### src/sv/lis_pkg.sv
// shared types and constants for the longest increasing subsequence unit
`default_nettype none
package lis_pkg;

	localparam int VALUE_W = 32;
	localparam int LEN_W   = 11;

	// one input transfer
	typedef struct packed {
		logic signed [VALUE_W-1:0] value;
		logic                      last;
	} item_t;

	// one result transfer
	typedef struct packed {
		logic [LEN_W-1:0] lis_length;
		logic             final_res;
		logic             overflow;
	} result_t;

	// commands from controller to datapath
	typedef struct packed {
		logic load;         // capture accepted item
		logic first;        // store first value of a sequence
		logic append;       // push value above the top tail
		logic set_ovf;      // append dropped, table full
		logic search_start; // open search window over the table
		logic rd;           // read the midpoint tail
		logic cmp;          // narrow window from the read tail
		logic write_lo;     // replace tail at the window bound
		logic emit;         // load result register
	} lis_cmd_t;

	// status from datapath to controller
	typedef struct packed {
		logic cnt_zero;
		logic gt_top;
		logic lt_top;
		logic full;
		logic search_end;
		logic out_free;
	} lis_sts_t;

endpackage
`default_nettype wire

### src/sv/lis_ctrl.sv
// controller state machine for the longest increasing subsequence unit
`default_nettype none
module lis_ctrl (
	input  wire logic              clk,
	input  wire logic              arst_n,
	input  wire logic              item_valid,
	output logic                   item_stall,
	input  wire lis_pkg::lis_sts_t sts,
	output lis_pkg::lis_cmd_t      cmd
);

	typedef enum logic [2:0] {
		S_IDLE,
		S_EVAL,
		S_READ,
		S_CMP,
		S_WRITE,
		S_DONE
	} state_t;

	state_t state_q;
	state_t state_d;

	assign item_stall = (state_q != S_IDLE);

	// next state and datapath commands
	always_comb begin
		cmd     = '0;
		state_d = state_q;
		case (state_q)
			S_IDLE: begin
				if (item_valid) begin
					cmd.load = 1'b1;
					state_d  = S_EVAL;
				end
			end
			S_EVAL: begin
				if (sts.cnt_zero) begin
					cmd.first = 1'b1;
					state_d   = S_DONE;
				end else if (sts.gt_top) begin
					if (sts.full) begin
						cmd.set_ovf = 1'b1;
					end else begin
						cmd.append = 1'b1;
					end
					state_d = S_DONE;
				end else if (sts.lt_top) begin
					cmd.search_start = 1'b1;
					state_d          = S_READ;
				end else begin
					state_d = S_DONE;
				end
			end
			S_READ: begin
				if (sts.search_end) begin
					state_d = S_WRITE;
				end else begin
					cmd.rd  = 1'b1;
					state_d = S_CMP;
				end
			end
			S_CMP: begin
				cmd.cmp = 1'b1;
				state_d = S_READ;
			end
			S_WRITE: begin
				cmd.write_lo = 1'b1;
				state_d      = S_DONE;
			end
			S_DONE: begin
				if (sts.out_free) begin
					cmd.emit = 1'b1;
					state_d  = S_IDLE;
				end
			end
			default: begin
				state_d = S_IDLE;
			end
		endcase
	end

	// state register
	always_ff @(posedge clk or negedge arst_n) begin
		if (!arst_n) begin
			state_q <= S_IDLE;
		end else begin
			state_q <= state_d;
		end
	end

endmodule
`default_nettype wire

### config.mk
export PLATFORM = sky130hd
export DESIGN_NAME = lis_ctrl
export DESIGN_NICKNAME = d
export VERILOG_FILES = /design/src/sv/lis_pkg.sv /design/src/sv/lis_ctrl.sv
export SDC_FILE = /design/constraint.sdc
export NUM_CORES = 1
export LEC_CHECK = 0
export BUFFER_PORTS_ARGS = -buffer_cell sky130_fd_sc_hd__clkbuf_2
export CORE_AREA = 4 4 41 43
export DETAILED_ROUTE_END_ITERATION = 12
export DIE_AREA = 0 0 45 47
export PLACE_DENSITY = 0.46
export SETUP_SLACK_MARGIN = 0.05
export SLEW_MARGIN = 20
export SYNTH_ARGS = -nofsm -noshare
export SYNTH_HDL_FRONTEND = slang
export SYNTH_SLANG_ARGS = --single-unit
### constraint.sdc
create_clock -name clk -period 1.81 [get_ports clk]
set_clock_uncertainty 0.1 [all_clocks]
set_input_delay 0.181 -clock clk [delete_from_list [all_inputs] [get_ports clk]]
set_output_delay 0.181 -clock clk [all_outputs]
set_load 0.01 [all_outputs]
==> results of run 1 <==
[placed cells by master (no fill, tap or decap), drive strengths merged]
master / instances
a211oi: 1
nor2: 4
and4bb: 1
and4b: 2
a21oi: 2
o21ai: 1
nor3: 1
nor4bb: 1
nor2b: 1
nor3b: 2
clkbuf: 22
dlygate4sd3: 1
nand2b: 3
nand2: 1
dfrtp: 3
or3: 3
inv: 1
and2: 2
[critical path, stage by stage (launching register included)]
cell	delay, ns
dfrtp_1	0.48
nor3b_4	0.29
and4bb_1	0.23
clkbuf_2	0.13
[per-layer routing]
layer,vias up,part of all wire
li1,155,-
met1,121,0.48
met2,10,0.45
met3,0,0.060
met4,0,0
met5,-,0
[area by class of cell]
type | instances | area, sq um | area share
multi-input cells | 25 | 184 | 0.451
well taps | 15 | 18.8 | 0.0460
repair buffers | 19 | 100 | 0.245
flip-flops and latches | 3 | 75.1 | 0.184
inverters | 1 | 3.75 | 0.00920
clock buffers | 4 | 26.3 | 0.0644
[cells by family after synthesis]
logic type | Yosys count
buffers and inverters | 3
AO/OA/AOI/OAI | 4
AND/OR/NAND/NOR | 21
flip-flops | 3
[power by group]
group	internal (mW)	total (mW)	switching [mW]
Sequential	0.0961	0.170	0.0744
Combinational	0.139	0.246	0.107
Clock	0.0826	0.117	0.0347
[repair_timing]
action	in CTS	in global routing
hold endpoints to repair	3	0
hold buffers	1	0
resized for setup	0	0
[final timing paths]
path / from / endpoint / cells past startpoint
max in group asynchronous: arst_n / state_q[2] / 2
max reg2reg: state_q[0] / state_q[2] / 3
min reg2reg: state_q[2] / state_q[1] / 1
max: state_q[0] / cmd[6] / 3
min: sts[1] / state_q[1] / 3
min in group asynchronous: arst_n / state_q[0] / 2
[per-stage QoR]
step | hold WS (ns) | utilization | power, mW
2_1_floorplan | -0.215 | - | 0.362
3_3_place_gp | -0.120 | 0.286 | 0.425
3_5_place_dp | -0.118 | 0.286 | 0.420
4_1_cts | 0.154 | 0.313 | 0.544
5_1_grt | 0.166 | 0.313 | 0.579
6_report | 0.162 | 0.313 | 0.534
==> impl_metrics.toml, run 1 <==
[timing]
period_needed_ns = 1.63
rsz0062_at_grt = "false"
fmax_ghz = 0.613
fin_ws_ns = 0.179
period_share = 0.901
slew_violations = 0
tns_ns = 0
setup_viol = 0
worst_pin_slew_ns = 0.341
relSlewSlack = 0.772
hold_viol_final = 0

[floorplan]
die_area_sq_um = 2120
fp.dieH_um = 47
io_pins = 19
die_w_um = 45
core_area_sq_um = 1300
rows = 13
start_util = 0.214

[detailed_routing]
drt_first_pass_iters = 2
drc = 0
ant_nets = 0
wl_per_cell_um = 9.94
num_vias = 286
vias_per_cell = 4.27
drt_iter0_markers = 1
routed_wl_um = 666

[synth]
synth_top_area_frac = 0.269
syn-num-nets = 40
yosysUniqueCellTypes = 19
synth.most_common_cell = "nor2_1"
synthTopCellsByArea = "dfrtp_1 27%, and4b_1 7.2%, nand2b_1 6.7%, nor3b_4 6.7%, or3_1 6.7%"
syn_area_sq_um = 279
synth_edf_count = 0
synth_top_family_by_area = "simple AND/OR/NAND/NOR gates"
synth_xor_area_frac = 0
seq_area_frac_synth = 0.269
yosys_warnings = 0
syn_inst = 31
synth_fa_ha_area_frac = 0
yosys.area.top_type = "dfrtp_1"
yosys.area_share.simple = 0.578
synth_area_per_cell_sq_um = 9.00
muxShareOfSynthArea = 0
synthFlopType = "dfrtp_1"
async_reset_ff_frac = 1.00
synth_compound_area_frac = 0.0807
yosys_register_bits = 3
synthTopCellsByCount = "4 x nor2_1, 3 x dfrtp_1, 3 x nand2b_1, 3 x or3_1"

[setup_path]
cp.required_ns = 1.53
regToRegSetupSlack_ns = 0.43
start_kind = "register"
critPathMaxFanout = 10
arrival_ns = 1.35
crit_type = "reg -> out"
cp-end-kind = "primary output"

[flow_run]
timing.max_cap.violations = 0

[cells_and_area]
top_register = "state_q"
postLayoutCellArea_sq_um = 408
largest_reg_flops = 3
fillers = 153
reg.largest.list = "state_q x3"
final_cells = 67
nets = 62
drive_gt1_frac = 0.462
antenna_cells = 0
area_delta_synth_final_pct = 46.2

[placed_design]
dp_hpwl_um = 536
dpl_worst_slack_ns = 0.404
io_buffers = 18
dp_cells = 62
gp_congestion = 0.677
dpl_cell_area_sq_um = 372

[global_route]
grt_pass1_wl_um = 1010
antenna_found_initial = 0
grt.busiest_layer = "met2"
use_met1 = 0.0774
grt_overflow = 0
grt_max_degree = 11
grt_pass1_vias = 244
grt_usage = 0.0672
gr-usage-met3 = 0.0383
grt_use_met2 = 0.0989

[cts]
htreeDepth = 1
clkTransAtPathRegs_ns = 0.04
cts_buffers = 3
clock-root-buffer = "clkbuf_4"
cts_tree = "yes"
postCtsSetupBuffers = 0
clockBufferDepth = 2
insertion_delay_ns = 0.23
cts.sinks = 3

[pwr]
power_leakage_nw = 0.210
powerDensity_nw_per_um2 = 1310
ir_worst_vdd_mv = 0.603

[run_status]
status = "complete, no violations"

[min_path]
hp-class = "in -> reg"
Note: power is estimated with default switching activity, not from simulation.
==> run 2, diff against run 1 <==
--- a/config.mk
+++ b/config.mk
@@ -10,6 +10,7 @@
 export DETAILED_ROUTE_END_ITERATION = 12
 export DIE_AREA = 0 0 45 47
 export PLACE_DENSITY = 0.46
+export REMOVE_ABC_BUFFERS = 1
 export SETUP_SLACK_MARGIN = 0.05
 export SLEW_MARGIN = 20
 export SYNTH_ARGS = -nofsm -noshare
==> constraint.sdc (replaced) <==
create_clock -name clk -period 1.81 [get_ports clk]
set_clock_uncertainty 0.1 [all_clocks]
set_input_delay 0.0905 -clock clk [delete_from_list [all_inputs] [get_ports clk]]
set_output_delay 0.0905 -clock clk [all_outputs]
set_load 0.01 [all_outputs]
==> run 2 against run 1 <==
Compared with the run above:
- combinational power barely moved
- fmax rose by 6.3%
- routed wire length grew 2.0%
- largest cell class unchanged
- first-iteration DRC count is the same
- highest routed layer unchanged
- sequential share of layout area is the same
- critical endpoint is now cmd[8]
==> impl_metrics.toml, run 2 (synthesis gave the netlist of run 1 again) <==
[timing]
period_share = 0.848
tns_ns = 0
slew_violations = 0
setup_viol = 0
period_needed_ns = 1.53
relSlewSlack = 0.770
rsz0062_at_grt = "false"
worst_pin_slew_ns = 0.344
fmax_ghz = 0.652
hold_viol_final = 0
fin_hold_ws_ns = 0.0624

[floorplan]
io_pins = 19
fp.dieH_um = 47
rows = 13
core_area_sq_um = 1300
die_w_um = 45
start_util = 0.214
die_area_sq_um = 2120

[setup_path]
cp_top_family = "simple AND/OR/NAND/NOR gates"
crit_buf_inv = 1
max_stage_delay_ns = 0.46
critPathMaxFanout = 10
rr_startpoint = "state_q[0]"
cp-end-kind = "primary output"
cp.required_ns = 1.62
cp_slowest_cell = "dfrtp_1"
crit_chain = "or3_1, nor2_1, clkbuf_2"
crit_type = "reg -> out"
start_kind = "register"
startpoint = "state_q[0]"
arrival_ns = 1.34

[global_route]
gr-usage-met3 = 0.0268
grt_pass1_wl_um = 1190
grt.busiest_layer = "met2"
grt_use_met2 = 0.124
grt_max_degree = 11
antenna_found_initial = 0
grt_overflow = 0
grt_usage = 0.0838
grt_pass1_vias = 299
use_met1 = 0.0843

[cells_and_area]
final_core_util = 0.313
reg.largest.list = "state_q x3"
area_delta_synth_final_pct = 46.2
top_register = "state_q"
final_cell_mix = "18 x clkbuf_2, 4 x nor2_1"
multi_input_area_sq_um = 184
postLayoutCellArea_sq_um = 408
nets = 62
fillers = 156
layout_commonest_cell = "clkbuf_2"
regArea_sq_um = 75.1
drive_gt1_frac = 0.462
antenna_cells = 0
largest_reg_flops = 3

[flow_run]
timing.max_cap.violations = 0

[min_path]
hp-class = "in -> reg"
min_from = "sts[1]"

[run_status]
status = "complete, no violations"

[detailed_routing]
drt_first_pass_iters = 2
ant_nets = 0
vias_per_cell = 4.18
num_vias = 280
drc = 0
routed_wl_um = 679
wl_per_cell_um = 10.1
drt_iter0_markers = 1

[pwr]
pwr-share-seq = 0.319
intPower_mw = 0.318
p_switching_mw = 0.218
ir_worst_vdd_mv = 0.511
powerDensity_nw_per_um2 = 1310
clock_power_share = 0.222
p_comb_frac = 0.459
switching_share = 0.408
power_leakage_nw = 0.210

[placed_design]
dp_hpwl_um = 541
io_buffers = 18
gp_congestion = 0.728
dpl_cell_area_sq_um = 372

[cts]
clock-root-buffer = "clkbuf_4"
clockBufferDepth = 2
cts_tree = "yes"
clkTransAtPathRegs_ns = 0.04
cts_buffers = 3
insertion_delay_ns = 0.23
htreeDepth = 1
cts.sinks = 3
==> run 2: through the flow <==
step	worst slack, ns	instances	total power [mW]
2_1_floorplan	0.496	29	0.327
3_3_place_gp	0.423	62	0.426
3_5_place_dp	0.412	62	0.422
4_1_cts	0.247	67	0.549
5_1_grt	0.165	67	0.599
6_report	0.276	67	0.536
==> run 2: final cells by class <==
| type | instances | share of cell area |
|---|---|---|
| multi-input cells | 25 | 0.451 |
| repair buffers | 19 | 0.245 |
| flip-flops and latches | 3 | 0.184 |
| clock buffers | 4 | 0.0644 |
| well taps | 15 | 0.0460 |
| inverters | 1 | 0.00920 |
==> run 2: final timing paths <==
check | to | slack (ns) | depth (start not counted)
setup reg to reg | state_q[2] | 0.42 | 3
hold reg to reg | state_q[1] | 0.55 | 1
min in group asynchronous | state_q[1] | 0.08 | 2
setup / recovery | cmd[8] | 0.28 | 3
max in group asynchronous | state_q[2] | 1.42 | 2
hold / removal | state_q[1] | 0.06 | 3
==> run 2: per-layer routing <==
metal  wire, um  vias up
met1        293      120
met2        361        8
met5          0        -
met4          0        0
met3         25        0
li1           -      152
==> run 2: power groups by stage <==
stage                     combinational, mW  sequential, mW  clock (mW)
after detailed placement              0.248           0.174           0
after global placement                0.250           0.175           0
final                                 0.246           0.171       0.119
after global routing                  0.272           0.184       0.144
after floorplan                       0.173           0.153           0
after CTS                             0.251           0.173       0.125
==> run 2: what timing repair did <==
item,4_1_cts,5_1_grt
hold buffers,1,0
buffers inserted,0,0
gates resized for setup,0,0
hold endpoints to repair,3,0
==> run 2: tightest hold or removal path: stages <==
cell and delay [ns]:
clkbuf_2 0.08, nand2b_1 0.11, a21oi_1 0.06
==> run 3, diff against run 2 <==
--- a/config.mk
+++ b/config.mk
@@ -5,11 +5,12 @@
 export SDC_FILE = /design/constraint.sdc
 export NUM_CORES = 1
 export LEC_CHECK = 0
+export ABC_AREA = 1
 export BUFFER_PORTS_ARGS = -buffer_cell sky130_fd_sc_hd__clkbuf_2
 export CORE_AREA = 4 4 41 43
 export DETAILED_ROUTE_END_ITERATION = 12
 export DIE_AREA = 0 0 45 47
-export PLACE_DENSITY = 0.46
+export PLACE_DENSITY = 0.47
 export REMOVE_ABC_BUFFERS = 1
 export SETUP_SLACK_MARGIN = 0.05
 export SLEW_MARGIN = 20
==> constraint.sdc (replaced) <==
create_clock -name clk -period 1.3 [get_ports clk]
set_clock_uncertainty 0.1 [all_clocks]
set_input_delay 0.065 -clock clk [delete_from_list [all_inputs] [get_ports clk]]
set_output_delay 0.065 -clock clk [all_outputs]
set_load 0.01 [all_outputs]
==> run 3 against run 2 <==
Compared with the run above:
- the run now ends with negative setup slack left
- total power increased by 85%
- synthesized cell count increased by 45%
- sequential cell count unchanged
- first-iteration DRC count increased to 5.0 times the previous value
- clock-buffer cell count unchanged
- combinational power increased by 140%
- routed wire length increased by 24%
- sequential power increased by 27%
==> impl_metrics.toml, run 3 <==
[run_status]
status = "finished with violations"
violations = "negative setup slack"

[timing]
fin_hold_ws_ns = 0.0128
slew_violations = 0
worst_pin_slew_ns = 0.163
rsz0062_at_grt = "true"
setup_viol = 8
fmax_ghz = 0.695
period_share = 1.11
period_needed_ns = 1.44
fin_ws_ns = -0.138
relSlewSlack = 0.891
hold_viol_final = 0

[placed_design]
dp_hpwl_um = 551
dp_cells = 78
dpl_worst_slack_ns = 0.0418
gp_congestion = 0.666
io_buffers = 18

[floorplan]
io_pins = 19
die_w_um = 45
fp.dieH_um = 47
die_area_sq_um = 2120
rows = 13
core_area_sq_um = 1300
start_util = 0.205

[pwr]
power_leakage_nw = 0.328
powerDensity_nw_per_um2 = 1860
ir_worst_vdd_mv = 0.568

[cts]
cts.sinks = 3
clockBufferDepth = 2
clock-root-buffer = "clkbuf_4"
htreeDepth = 1
clkTransAtPathRegs_ns = 0.04
cts_buffers = 3
insertion_delay_ns = 0.24
cts_tree = "yes"

[global_route]
antenna_found_initial = 0
grt_pass1_wl_um = 1420
grt_max_degree = 6
grt_usage = 0.0941
grt_overflow = 0
grt_pass1_vias = 382

[setup_path]
crit_type = "reg -> out"
start_kind = "register"
critPathMaxFanout = 2
arrival_ns = 1.27
cp-end-kind = "primary output"
cp.required_ns = 1.13

[cells_and_area]
nets = 85
antenna_cells = 0
drive_gt1_frac = 0.600
top_register = "state_q"
area_delta_synth_final_pct = 99.5
largest_reg_flops = 3
fillers = 148
final_core_util = 0.409
final_cells = 90
layout_commonest_cell = "clkbuf_2"
reg.largest.list = "state_q x3"
final_cell_mix = "11 x clkbuf_2, 10 x inv_1, 7 x nor2_1"

[synth]
synthTopCellsByCount = "13 x inv_1, 9 x nor2_1, 8 x nand2_1, 4 x nand3_1, 3 x dfrtp_1"
synth_top_area_frac = 0.282
seq_area_frac_synth = 0.282
async_reset_ff_frac = 1.00
syn_area_sq_um = 267
synth.most_common_cell = "inv_1"
yosys_register_bits = 3
yosysUniqueCellTypes = 13
synthTopCellsByArea = "dfrtp_1 28%, inv_1 18%, nor2_1 13%, nand2_1 11%, nand3_1 7.5%"
synth_edf_count = 0
synth_area_per_cell_sq_um = 5.92
yosys_warnings = 0
synthFlopType = "dfrtp_1"
yosys.area.top_type = "dfrtp_1"
syn_inst = 45

[detailed_routing]
routed_wl_um = 843
wl_per_cell_um = 9.37
num_vias = 372
ant_nets = 0
drt_first_pass_iters = 4
drt_iter0_markers = 5
vias_per_cell = 4.13
drc = 0

[flow_run]
timing.max_cap.violations = 0

[min_path]
hp-class = "in -> reg"
## run 3: cell count changes after synthesis, moves of 2 or more
cell	change
inv_1	+12
nand2_1	+7
nor2_1	+5
nand3_1	+4
nand2b_1	-3
or3_1	-3
a21oi_1	-2
and2_1	-2
and4b_1	-2
## run 3: cell type report
class,instances,area (sq um),share of cell area
Multi-Input combinational cell,28,174,0.327
Timing Repair Buffer,26,183,0.344
Inverter,14,52.6,0.0988
Sequential cell,3,77.6,0.146
Clock buffer,4,26.3,0.0494
Tap cell,15,18.8,0.0353
## run 3: cells by family (layout without fill, tap and decap cells)
kind of cell / after synthesis / in the layout / synth area share
flip-flops: 3 / 3 / 0.282
AND/OR/NAND/NOR: 28 / 28 / 0.521
buffers and inverters: 14 / 44 / 0.197
## run 3: power breakdown
group / total (mW) / switching (mW) / internal [mW]
clock: 0.172 / 0.0567 / 0.116
combinational: 0.600 / 0.310 / 0.291
sequential: 0.217 / 0.0759 / 0.141
total: 0.990 / 0.442 / 0.547
## run 3: repair_timing
item | in CTS | in global routing
resized for setup | 10 | 18
endpoints found under the hold margin | 3 | 0
gates cloned | 0 | 0
hold buffers | 1 | 0
endpoints found under the setup margin | 9 | 13
pin swaps | 2 | 8
setup buffers | 6 | 3
## run 3: routing by layer
| layer | track usage | vias to the layer above | wire [um] |
|---|---|---|---|
| li1 | - | 192 | - |
| met1 | 0.0934 | 164 | 316 |
| met2 | 0.169 | 14 | 445 |
| met3 | 0.0230 | 2 | 62 |
| met4 | 0.0702 | 0 | 19 |
| met5 | 0 | - | 0 |
## run 3: path summary, 6_finish.rpt
kind | startpoint | endpoint | slack, ns | cells past startpoint
min in group asynchronous | arst_n | state_q[2] | 0.05 | 2
worst max register to register | state_q[1] | state_q[0] | 0.05 | 8
worst min register to register | state_q[2] | state_q[2] | 0.58 | 2
max in group asynchronous | arst_n | state_q[0] | 0.92 | 2
worst max-delay path | state_q[1] | cmd[4] | -0.14 | 7
worst min-delay path | sts[1] | state_q[2] | 0.01 | 3
## run 3: worst max-delay path, stage by stage, from the launching register on
cell and delay [ns]:
dfrtp_1 0.39, inv_2 0.08, nand2_2 0.06, nor2_4 0.09
inv_2 0.04, or2_4 0.23, inv_2 0.05, buf_6 0.09
## run 3: through the flow
stage | instance area [sq um] | power [mW] | setup TNS (ns)
floorplan | 267 | 0.466 | 0
global placement | 375 | 0.599 | 0
finish | 532 | 0.990 | -0.619
global route | 532 | 1.08 | -1.41
detailed placement | 375 | 0.596 | 0
CTS | 482 | 0.903 | -0.878
